**config.mk**
```make
export PLATFORM = sky130hd
export DESIGN_NAME = unique_station_address_collector_flat
export DESIGN_NICKNAME = d
export VERILOG_FILES = /design/src/rtl/core/usac_pkg.sv /design/src/rtl/core/usac_if.sv /design/src/rtl/core/usac_ram.sv /design/src/rtl/core/unique_station_address_collector.sv /design/src/flat_wrapper.sv
export VERILOG_INCLUDE_DIRS = /design/src /design/src/rtl/core
export SDC_FILE = /design/constraint.sdc
export NUM_CORES = 1
export LEC_CHECK = 0
export ABC_AREA = 1
export BUFFER_PORTS_ARGS = -buffer_cell sky130_fd_sc_hd__buf_2
export CORE_ASPECT_RATIO = 1.4
export CORE_UTILIZATION = 40
export DETAILED_ROUTE_END_ITERATION = 6
export PLACE_DENSITY = 0.64
export SETUP_SLACK_MARGIN = 0.1
export SYNTH_ARGS = -nofsm -noshare
export SYNTH_HDL_FRONTEND = slang
export SYNTH_SLANG_ARGS = --single-unit
```
**constraint.sdc**
```tcl
create_clock -name clock -period 10.35 [get_ports clock]
set_clock_uncertainty 0.05 [all_clocks]
set_input_delay 1.035 -clock clock [delete_from_list [all_inputs] [get_ports clock]]
set_output_delay 1.035 -clock clock [all_outputs]
set_load 0.005 [all_outputs]
```
**src/rtl/core/unique_station_address_collector_defines.svh**
```systemverilog
// Assertion macros used by the collector module's RTL file.
`ifndef UNIQUE_STATION_ADDRESS_COLLECTOR_DEFINES_SVH
`define UNIQUE_STATION_ADDRESS_COLLECTOR_DEFINES_SVH

// The consequent must hold in the same cycle as the antecedent.
`define USAC_ASSERT_SAME(label, clk, rst, ante, cons, msg) \
   label: assert property (@(posedge clk) disable iff (rst) (ante) |-> (cons)) \
      else $error(msg);

// The consequent must hold in the cycle after the antecedent.
`define USAC_ASSERT_NEXT(label, clk, rst, ante, cons, msg) \
   label: assert property (@(posedge clk) disable iff (rst) (ante) |=> (cons)) \
      else $error(msg);

`endif

```
**src/rtl/core/usac_pkg.sv**
```systemverilog
package usac_pkg;

   // Table size and derived widths.
   localparam int CAPACITY = 16;
   localparam int IDX_W    = (CAPACITY > 2) ? $clog2(CAPACITY) : 1;
   localparam int CNT_W    = $clog2(CAPACITY + 1);

   // Fixed field widths.
   localparam int ADDR_W        = 48;
   localparam int READ_IDX_W    = 4;
   localparam int STATUS_W      = 3;
   localparam int ENTRY_COUNT_W = 5;
   localparam int CSR_IDX_W     = 1;

   localparam logic [ADDR_W-1:0] ADDR_BROADCAST = {ADDR_W{1'b1}};

   // Item functions.
   localparam logic FUNC_REPORT  = 1'b0;
   localparam logic FUNC_RESTART = 1'b1;

   // Result status codes.
   localparam logic [STATUS_W-1:0] ST_ADDED     = 3'd0;
   localparam logic [STATUS_W-1:0] ST_DISABLED  = 3'd1;
   localparam logic [STATUS_W-1:0] ST_FULL      = 3'd2;
   localparam logic [STATUS_W-1:0] ST_BROADCAST = 3'd3;
   localparam logic [STATUS_W-1:0] ST_ANCHOR    = 3'd4;
   localparam logic [STATUS_W-1:0] ST_DUPLICATE = 3'd5;
   localparam logic [STATUS_W-1:0] ST_CLEARED   = 3'd6;

   // Configuration register indexes.
   localparam logic [CSR_IDX_W-1:0] REG_ANCHOR_ADDRESS = 1'd0;
   localparam logic [CSR_IDX_W-1:0] REG_COLLECT_ENABLE = 1'd1;

   typedef logic [ADDR_W-1:0] addr_type;

endpackage

```
**src/rtl/core/usac_if.sv**
```systemverilog
// Request channel: one item per report or restart.
interface usac_req_if;
   logic                               valid;
   logic                               ready;
   logic                               func;
   usac_pkg::addr_type                 station_address;
   logic [usac_pkg::READ_IDX_W-1:0]    read_index;

   modport source (output valid, func, station_address, read_index, input ready);
   modport sink   (input valid, func, station_address, read_index, output ready);
endinterface

// Response channel: one item per accepted request.
interface usac_rsp_if;
   logic                                 valid;
   logic                                 ready;
   logic [usac_pkg::STATUS_W-1:0]        status;
   logic [usac_pkg::ENTRY_COUNT_W-1:0]   entry_count;
   usac_pkg::addr_type                   entry_address;
   logic                                 entry_valid;

   modport source (output valid, status, entry_count, entry_address, entry_valid,
                   input ready);
   modport sink   (input valid, status, entry_count, entry_address, entry_valid,
                   output ready);
endinterface

```
**src/rtl/core/usac_ram.sv**
```systemverilog
// Simple dual-port RAM with a registered read.
module usac_ram #(
   parameter int WIDTH = 48,
   parameter int DEPTH = 16
) (
   input  logic                     clock,
   input  logic                     wr_en,
   input  logic [$clog2(DEPTH)-1:0] wr_addr,
   input  logic [WIDTH-1:0]         wr_data,
   input  logic                     rd_en,
   input  logic [$clog2(DEPTH)-1:0] rd_addr,
   output logic [WIDTH-1:0]         rd_data
);

   logic [WIDTH-1:0] mem [DEPTH];
   logic [WIDTH-1:0] rd_data_ff;

   always_ff @(posedge clock) begin
      if (wr_en) begin
         mem[wr_addr] <= wr_data;
      end
      if (rd_en) begin
         rd_data_ff <= mem[rd_addr];
      end
   end

   assign rd_data = rd_data_ff;

endmodule

```
**src/rtl/core/unique_station_address_collector.sv**
```systemverilog
// Channel   Direction  Carries
// req       in         func, station_address, read_index
// rsp       out        status, entry_count, entry_address, entry_valid
// csr       in         write enable, register index, 48-bit write data
//
// One item is taken at a time. A restart or an early rejection goes from the checks
// to the read-back step and then loads the response register. A report that reaches
// the duplicate search reads the stored entries in turn until a match or the end,
// the walk being set by the single read port of the memory.
// Reset is synchronous and clears the entry count, so no clearing pass is needed.
// A waiting response does not block the next item; only the final step waits.
`include "unique_station_address_collector_defines.svh"

module unique_station_address_collector (
   input  logic                                 clock,
   input  logic                                 reset,
   usac_req_if.sink                             req,
   usac_rsp_if.source                           rsp,
   input  logic                                 csr_write_enable,
   input  logic [usac_pkg::CSR_IDX_W-1:0]       csr_index,
   input  logic [usac_pkg::ADDR_W-1:0]          csr_write_data
);

   // Sequencer states.
   localparam logic [2:0] S_IDLE  = 3'd0;
   localparam logic [2:0] S_CHECK = 3'd1;
   localparam logic [2:0] S_SCAN  = 3'd2;
   localparam logic [2:0] S_WRITE = 3'd3;
   localparam logic [2:0] S_READ  = 3'd4;
   localparam logic [2:0] S_RESP  = 3'd5;

   logic [2:0]                          state_ff, state_in;
   logic [usac_pkg::CNT_W-1:0]          count_ff, count_in;
   logic [usac_pkg::CNT_W-1:0]          scan_ff, scan_in;
   logic                                pend_ff, pend_in;
   logic                                rsp_valid_ff, rsp_valid_in;
   logic                                enable_ff;

   // Item payload, held without reset, and the anchor register.
   usac_pkg::addr_type                  anchor_ff;
   logic                                func_ff;
   usac_pkg::addr_type                  addr_ff;
   logic [usac_pkg::READ_IDX_W-1:0]     idx_ff;
   logic [usac_pkg::STATUS_W-1:0]       status_ff, status_in;

   logic [usac_pkg::STATUS_W-1:0]       rsp_status_ff;
   logic [usac_pkg::ENTRY_COUNT_W-1:0]  rsp_count_ff;
   usac_pkg::addr_type                  rsp_address_ff;
   logic                                rsp_entry_valid_ff;

   logic                                req_accept;
   logic                                rsp_free;
   logic                                issuing;
   logic                                hit;
   logic                                entry_valid;

   logic                                ram_wr_en;
   logic                                ram_rd_en;
   logic [usac_pkg::IDX_W-1:0]          ram_rd_addr;
   usac_pkg::addr_type                  ram_rd_data;

   assign req.ready  = (state_ff == S_IDLE);
   assign req_accept = req.valid && req.ready;
   assign rsp_free   = !rsp_valid_ff || rsp.ready;

   // During the search a read is issued for every stored entry; the data of each
   // read is compared in the cycle after it is issued, flagged by pend_ff.
   assign issuing = (state_ff == S_SCAN) && (scan_ff < count_ff);
   assign hit     = pend_ff && (ram_rd_data == addr_ff);

   assign ram_wr_en   = (state_ff == S_WRITE);
   assign ram_rd_en   = issuing || (state_ff == S_READ);
   assign ram_rd_addr = (state_ff == S_SCAN) ? scan_ff[usac_pkg::IDX_W-1:0]
                                             : usac_pkg::IDX_W'(idx_ff);

   // The count is final by the time the response is formed.
   assign entry_valid = 32'(idx_ff) < 32'(count_ff);

   usac_ram #(
      .WIDTH (usac_pkg::ADDR_W),
      .DEPTH (usac_pkg::CAPACITY)
   ) u_table (
      .clock   (clock),
      .wr_en   (ram_wr_en),
      .wr_addr (count_ff[usac_pkg::IDX_W-1:0]),
      .wr_data (addr_ff),
      .rd_en   (ram_rd_en),
      .rd_addr (ram_rd_addr),
      .rd_data (ram_rd_data)
   );

   // Sequencer. Reads and the single write never fall in the same cycle, so the
   // memory needs no forwarding path.
   always_comb begin
      state_in     = state_ff;
      count_in     = count_ff;
      scan_in      = scan_ff;
      pend_in      = 1'b0;
      status_in    = status_ff;
      rsp_valid_in = rsp_valid_ff && !rsp.ready;
      unique case (state_ff)
         S_IDLE: begin
            if (req_accept) begin
               state_in = S_CHECK;
            end
         end
         S_CHECK: begin
            scan_in = '0;
            if (func_ff == usac_pkg::FUNC_RESTART) begin
               count_in  = '0;
               status_in = usac_pkg::ST_CLEARED;
               state_in  = S_READ;
            end else if (!enable_ff) begin
               status_in = usac_pkg::ST_DISABLED;
               state_in  = S_READ;
            end else if (32'(count_ff) >= usac_pkg::CAPACITY) begin
               status_in = usac_pkg::ST_FULL;
               state_in  = S_READ;
            end else if (addr_ff == usac_pkg::ADDR_BROADCAST) begin
               status_in = usac_pkg::ST_BROADCAST;
               state_in  = S_READ;
            end else if (addr_ff == anchor_ff) begin
               status_in = usac_pkg::ST_ANCHOR;
               state_in  = S_READ;
            end else begin
               state_in = S_SCAN;
            end
         end
         S_SCAN: begin
            if (hit) begin
               status_in = usac_pkg::ST_DUPLICATE;
               state_in  = S_READ;
            end else if (issuing) begin
               scan_in = scan_ff + 1'b1;
               pend_in = 1'b1;
            end else if (!pend_ff) begin
               state_in = S_WRITE;
            end
         end
         S_WRITE: begin
            count_in  = count_ff + 1'b1;
            status_in = usac_pkg::ST_ADDED;
            state_in  = S_READ;
         end
         S_READ: begin
            state_in = S_RESP;
         end
         S_RESP: begin
            if (rsp_free) begin
               rsp_valid_in = 1'b1;
               state_in     = S_IDLE;
            end
         end
         default: begin
            state_in = S_IDLE;
         end
      endcase
   end

   always_ff @(posedge clock) begin
      if (reset) begin
         state_ff     <= S_IDLE;
         count_ff     <= '0;
         scan_ff      <= '0;
         pend_ff      <= 1'b0;
         rsp_valid_ff <= 1'b0;
         enable_ff    <= 1'b0;
      end else begin
         state_ff     <= state_in;
         count_ff     <= count_in;
         scan_ff      <= scan_in;
         pend_ff      <= pend_in;
         rsp_valid_ff <= rsp_valid_in;
         if (csr_write_enable && (csr_index == usac_pkg::REG_COLLECT_ENABLE)) begin
            enable_ff <= csr_write_data[0];
         end
      end
   end

   // The anchor address resets to zero, as the enable does.
   always_ff @(posedge clock) begin
      if (reset) begin
         anchor_ff <= '0;
      end else if (csr_write_enable && (csr_index == usac_pkg::REG_ANCHOR_ADDRESS)) begin
         anchor_ff <= csr_write_data;
      end
   end

   always_ff @(posedge clock) begin
      status_ff <= status_in;
      if (req_accept) begin
         func_ff <= req.func;
         addr_ff <= req.station_address;
         idx_ff  <= req.read_index;
      end
      if ((state_ff == S_RESP) && rsp_free) begin
         rsp_status_ff      <= status_ff;
         rsp_count_ff       <= usac_pkg::ENTRY_COUNT_W'(count_ff);
         rsp_address_ff     <= entry_valid ? ram_rd_data : '0;
         rsp_entry_valid_ff <= entry_valid;
      end
   end

   assign rsp.valid         = rsp_valid_ff;
   assign rsp.status        = rsp_status_ff;
   assign rsp.entry_count   = rsp_count_ff;
   assign rsp.entry_address = rsp_address_ff;
   assign rsp.entry_valid   = rsp_entry_valid_ff;

   // The table never holds more entries than it has room for.
   `USAC_ASSERT_SAME(a_count_bound, clock, reset, 1'b1,
      32'(count_ff) <= usac_pkg::CAPACITY, "entry count exceeds capacity")
   // A write always lands in a free entry.
   `USAC_ASSERT_SAME(a_write_free, clock, reset, ram_wr_en,
      32'(count_ff) < usac_pkg::CAPACITY, "table write while full")
   // An invalid read-back returns a zero address.
   `USAC_ASSERT_SAME(a_invalid_zero, clock, reset, rsp_valid_ff && !rsp_entry_valid_ff,
      rsp_address_ff == '0, "invalid entry carries an address")
   // An added address leaves at least one entry behind.
   `USAC_ASSERT_SAME(a_added_count, clock, reset,
      rsp_valid_ff && (rsp_status_ff == usac_pkg::ST_ADDED),
      rsp_count_ff != '0, "added status with an empty table")
   // An accepted item always starts with the rejection checks.
   `USAC_ASSERT_NEXT(a_accept_check, clock, reset, req_accept,
      state_ff == S_CHECK, "accepted item skipped the checks")

endmodule

```
**src/flat_wrapper.sv**
```systemverilog
// flat-port wrapper written by rule: the top's interface ports become plain ports
module unique_station_address_collector_flat 
  (clock, reset, csr_write_enable, csr_index, csr_write_data, req_valid, req_func, req_station_address, req_read_index, req_ready, rsp_valid, rsp_status, rsp_entry_count, rsp_entry_address, rsp_entry_valid, rsp_ready);
  usac_req_if req_i ();
  usac_rsp_if rsp_i ();
  input  logic clock;
  input  logic reset;
  input  logic csr_write_enable;
  input  logic [usac_pkg::CSR_IDX_W-1:0] csr_index;
  input  logic [usac_pkg::ADDR_W-1:0] csr_write_data;
  input wire logic [$bits(req_i.valid)-1:0] req_valid;
  input wire logic [$bits(req_i.func)-1:0] req_func;
  input wire logic [$bits(req_i.station_address)-1:0] req_station_address;
  input wire logic [$bits(req_i.read_index)-1:0] req_read_index;
  output wire logic [$bits(req_i.ready)-1:0] req_ready;
  output wire logic [$bits(rsp_i.valid)-1:0] rsp_valid;
  output wire logic [$bits(rsp_i.status)-1:0] rsp_status;
  output wire logic [$bits(rsp_i.entry_count)-1:0] rsp_entry_count;
  output wire logic [$bits(rsp_i.entry_address)-1:0] rsp_entry_address;
  output wire logic [$bits(rsp_i.entry_valid)-1:0] rsp_entry_valid;
  input wire logic [$bits(rsp_i.ready)-1:0] rsp_ready;
  assign req_i.valid = req_valid;
  assign req_i.func = req_func;
  assign req_i.station_address = req_station_address;
  assign req_i.read_index = req_read_index;
  assign req_ready = req_i.ready;
  assign rsp_valid = rsp_i.valid;
  assign rsp_status = rsp_i.status;
  assign rsp_entry_count = rsp_i.entry_count;
  assign rsp_entry_address = rsp_i.entry_address;
  assign rsp_entry_valid = rsp_i.entry_valid;
  assign rsp_i.ready = rsp_ready;
  unique_station_address_collector u_core (.clock(clock), .reset(reset), .req(req_i), .rsp(rsp_i), .csr_write_enable(csr_write_enable), .csr_index(csr_index), .csr_write_data(csr_write_data));
endmodule
```
======== Word level (Yosys, flattened, before mapping) ========
Memory sizes are Yosys's and may differ from the RTL's. A register that Yosys moved wholly into a read port is not among the register bits.
Cells that the tools add are included.
word-level totals
  register bits after elaboration ......... 177
  latch bits .............................. 0
  bits in writable memories ............... 768
  bits in read-only memories .............. 0
  input bits .............................. 107
  logic and storage cells ................. 89
  memories kept ........................... 1
memories
  memory              words  width  rd ports  clocked after Yosys merged registers in  wr ports  line            text
  u_core.u_table.mem  16     48     1         1                                        1         usac_ram.sv:15  logic [WIDTH-1:0] mem [DEPTH];
cells by class
  $add $sub $neg .......................... 2
  multiply operators ...................... 0
  div/mod/pow operators ................... 0
  $lt $le $gt $ge ......................... 3
  eq/ne operators ......................... 17
  shift operators ......................... 0
  multiplexer cells ....................... 29
  bitwise logic cells ..................... 2
  reduce and logical (&&, ||, !) cells .... 20
operator list
  kind                    number
  $eq A48 B48 Y1          2
  $eq A48 B48 Y1 const B  1
  $mux W3                 16
  $pmux W5 S2             2
  $pmux W3 S6             1
  $mux W5                 3
  $add A5 B1 Y5 const B   2
  $pmux W3 S3             1
  $ne A2 B1 Y1 const B    4
  $logic_and A1 B1 Y1     7
  $eq A3 B2 Y1 const B    2
  $eq A3 B3 Y1 const B    2
  $ne A3 B3 Y1 const B    2
  $ne A6 B6 Y1 const B    1
  $reduce_and A3 Y1       2
  $ge A5 B5 Y1 const B    1
  $lt A4 B5 Y1            1
  $lt A5 B5 Y1            1
  $mux W1                 5
  $mux W4                 1
  $ne A2 B2 Y1 const B    2
  $reduce_and A4 Y1       1
  $reduce_bool A2 Y1      2
  $eq A3 B1 Y1 const B    1
  other kinds (7)         10

======== Logic depth before layout (Yosys ltp) ========
  depth after elaboration ................. 7
  depth in mapped cells ................... 14
  mapped depth without buffers ............ 14

======== By module ========
From an unflattened synthesis, not the netlist that was laid out.
unflattened totals
  cells, all modules ...................... 4,124
  area total of the unflattened synthesis .. 42,723.5 um2
modules (own cells, without submodules)
  module                            instances  cells an instance  area an instance (um2)  sequential area each (um2)
  usac_ram                          1          3,165              34,469.3                24,503.5
  unique_station_address_collector  1          959                8,254.2                 4,674.5

======== Least setup slack after synthesis ========
Ideal clock, no wire load.
  kind .................................... input-to-reg
  from .................................... input port req_valid
  to ...................................... register u_core.addr_ff[0] (enable)
  setup time .............................. 0.529 ns
  data arrival time ....................... 4.690 ns
  required time ........................... 9.771 ns
  setup slack ............................. 5.081 ns
  stages on the path ...................... 2
  path buffers ............................ 0
  path through ............................ inv_1 -> nor3_1
on the way
  cells in the longest elaborated chain, start to end .. 1
ends and longest elaborated chain
  element                line                                     text
  start, declared        flat_wrapper.sv:11                       input wire logic [$bits(req_i.valid)-1:0] req_valid;
  $logic_and A1 B1 Y1    unique_station_address_collector.sv:63   assign req_accept = req.valid && req.ready;
  net u_core.req_accept  unique_station_address_collector.sv:51   logic req_accept;
  end signal, assigned   unique_station_address_collector.sv:193  addr_ff <= req.station_address;
  end, declared          unique_station_address_collector.sv:42   usac_pkg::addr_type addr_ff;
The timed path passes the listed nets, and every way through them passes these cells.
A chain may end at the register's enable or synchronous reset.

======== Worst setup path in the final report ========
  from .................................... register u_core.state_ff[2]
  to ...................................... register u_core.u_table.rd_data_ff[3], in the netlist u_core.u_table.rd_data[3], read port of u_core.u_table.mem (data pin)
on the way
  cells in the longest elaborated chain, start to end .. 3
  elaborated cells on any way between the ends .. 5
ends and longest elaborated chain
  element                 line                                                                            text
  start, declared         unique_station_address_collector.sv:32                                          logic [2:0] state_ff, state_in;
  start signal, assigned  unique_station_address_collector.sv:169                                         state_ff <= state_in;
  $eq A3 B2 Y1            unique_station_address_collector.sv:68, unique_station_address_collector.sv:73
  $logic_and A1 B1 Y1     unique_station_address_collector.sv:68                                          assign issuing = (state_ff == S_SCAN) && (scan_ff < count_ff);
  $logic_or A1 B1 Y1      unique_station_address_collector.sv:72                                          assign ram_rd_en = issuing || (state_ff == S_READ);
  end, declared           usac_ram.sv:16                                                                  logic [WIDTH-1:0] rd_data_ff;
Several ways; a longest one is shown, not always the timed one.

==> run summary <==
Overflow after GRT - 0
number of DRC markers in iteration 0 - 2,771
# DRC - 1
pwr dens - 193.5 nW/µm²
# rows - 136
Antenna Nets Post-Route - 0
syn_nets - 3,405
count leader, synth - edfxtp_1
cts repair resizes - 0
htree depth - 3
CP Capture Type - flop
FF/Latch Area - 29,180 µm²
CP delay by family, top - buffers and inverters
cts hold-fix bufs - 0
P&R area growth vs syn - 13.45%
metal3 WL - 9.577 mm
Syn Inst Count - 3,286
antenna violations before repair - 2
fillers - 8,780
diode count - 0
Bufs on Longest Clock Path - 3
vias in the first global route - 24,770
WHS - 368.0 ps
Lkg Pwr - 15.46 nW
mapped cell area - 39,920 µm²
DRT Pass-1 Iters - 7
Worst VDD drop - 0.0001130 V
CTS tree - done
HPWL Detailed - 58.50 mm
fraction of layout cells with a size suffix above 1 - 0.1133
Clk Latency, worst-skew pair - 680 ps
crit start category - flop
number of setup buffers added after CTS - 0
worst slack at placement - 6031 ps
sequential cell area fraction in the yosys report - 0.7309
maximum number of pins on one net before global-route repair - 176
Routed WL - 110.0 mm
leading area contributor after synthesis - edfxtp_1
final instance area - 45,290 µm²
EDFF count, synth - 929
FF+latch count, synth - 993
PortBufs - 165
Most used DFF post-synth - edfxtp_1
Max Fclk - 225.7 MHz
syn avg cell area - 12.15 µm²
Tcrit/Tclk final - 0.4280
CP Max Fanout - 101
Largest stage delay, worst path - 840 ps
Die Width - 269.0 µm
Vias per Instance - 5.409
Worst EP arrival - 4900 ps
status - finished, violations left
WP buf/inv - 4
RSZ-0062 raised after global routing - no
async set or reset register ratio after synthesis - 0
via count - 26,050
Final Setup Violations - 0
setup ws final - 5920 ps
violated checks - design-rule violations
area of the multi-input gates - 9641 µm²
synthesis warning total - 0
GPL Wtd Cong - 0.8441
top cell type's share of synthesized area - 0.6988
total CTS buffers - 97
crit path cell chain - inv_2 -> nand2_4 -> nor2_8 -> nand2_2 -> o21ai_4 -> buf_4 -> buf_4 -> buf_4 -> o21ai_0 -> o21ai_0 -> o211ai_1 -> nand2_1
Worst-Margin Slew - 1130 ps
most used cell, CP - buf_4
DR top layer - met4
Slew Limit Fails - 0
GRT Util Overall - 0.2162
Worst Hold Class - reg -> reg
final hold violation count - 0
Synth area leaders - edfxtp_1 70%, nor2_1 7.7%, o21ai_0 5.8%
clk root buf - clkbuf_16
post-synth cell types - 35
met2 wire len - 52.35 mm
Routed met1 length - 44.26 mm
dpl cell area - 42,180 µm²
max_cap viols - 0
slowest library cell on the worst path - buf_4
worst relative slew slack - 0.2469
critical path class - reg -> reg
fin nets - 3,543
commonest cells in the netlist - 929 x edfxtp_1, 815 x nor2_1, 463 x o21ai_0
WL/cell - 22.85 µm
Worst-path clk slew - 70 ps
area of the core - 98,520 µm²
Initial Util - 0.4052
I/O pin cnt - 166
Critical Path RT - 10,820 ps
Die Height - 375.8 µm
first-pass GRT wire length - 159.2 mm
CTS sink cnt - 993
Sum Neg Setup Slack - 0 ps
Tmin final - 4430 ps
die area - 101,100 µm²
final timing paths:
| check | start | endpoint | slack [ps] | cells after the start |
|---|---|---|---|---|
| worst min register to register | u_core.status_ff[1] | u_core.rsp.status[1] | 370 | 0 |
| worst max register to register | u_core.state_ff[2] | u_core.u_table.rd_data[3] | 5920 | 12 |
| worst max-delay path | u_core.state_ff[2] | u_core.u_table.rd_data[3] | 5920 | 12 |
| worst min-delay path | u_core.status_ff[1] | u_core.rsp.status[1] | 370 | 0 |
layout by cell type (no fill, tap or decap), drive strengths merged:
master    Yosys  final
ha           12     12
or2           5      5
nand2       286    286
buf         103    216
nand4        12     12
xnor2        39     39
edfxtp      929    929
nor3         18     18
clkinvlp      0      3
a31oi         1      1
a211oi        2      2
nand3b        2      2
o211ai      192    192
and2          2      2
nand3        59     59
o221ai        2      2
nor4          1      1
dfxtp        64     64
inv         127    132
clkinv        0     42
nor3b         1      1
xor2         14     14
bufinv        0      7
clkbuf       74    122
a21oi        19     19
o21ai       506    506
nor2        816    816
state kept, by name, indices dropped and copies added, names as in the netlist, 3 cells and up:
register and cells:
u_core.u_table.rd_data 48, u_core.addr_ff 48, u_core.u_table.mem 768, u_core.count_ff 5, u_core.scan_ff 5, u_core.anchor_ff 48
u_core.rsp.entry_address 48, u_core.state_ff 3, u_core.status_ff 3, u_core.idx_ff 4, u_core.rsp.status 3, u_core.rsp.entry_count 5
per-layer routing:
| metal | track usage | vias to the layer above |
|---|---|---|
| met4 | 0.08598 | 0 |
| met3 | 0.04172 | 183 |
| met5 | 0 | - |
| met1 | 0.2878 | 12800 |
| met2 | 0.3468 | 1127 |
| li1 | - | 11940 |
where the power goes:
group	internal (W)	switching, W	leakage (nW)
registers	0.00449	0.0000999	8.92
clock network	0.00197	0.00152	1.53
logic	0.000198	0.000480	5.01
final cells by class:
class,count,area share
clock inverter,57,0.01113
inverter,127,0.01094
clock buffer,122,0.05773
sequential,993,0.6442
multi-input combinational,1989,0.2128
tap,1311,0.03621
timing repair buffer,216,0.02696
logic make-up after synthesis:
kind of cell / count (synthesis) / share of synthesized area
flip-flops: 993 / 0.7309
AO/OA/AOI/OAI: 722 / 0.1033
XOR/XNOR: 53 / 0.01163
adder cells (fa/ha/maj): 12 / 0.003761
AND/OR/NAND/NOR: 1202 / 0.1177
buffers and inverters: 304 / 0.03281
worst register-to-register path, delay by kind of cell (launching register included):
kind                   cells  cell delay, ps
and+or+nand+nor            4             460
AOI/OAI and AO/OA          4             720
buffers and inverters      4            2720
DFF                        1             360
metrics by stage:
| stage | power, W | instances | utilization |
|---|---|---|---|
| after floorplan | 0.005083 | 3286 | - |
| after global placement | 0.005344 | 4636 | 0.4281 |
| after detailed placement | 0.005355 | 4636 | 0.4281 |
| after CTS | 0.008810 | 4815 | 0.4597 |
| after global routing | 0.009038 | 4815 | 0.4597 |
| final | 0.008763 | 4815 | 0.4597 |
No activity file was read; power rests on OpenSTA's default activity.
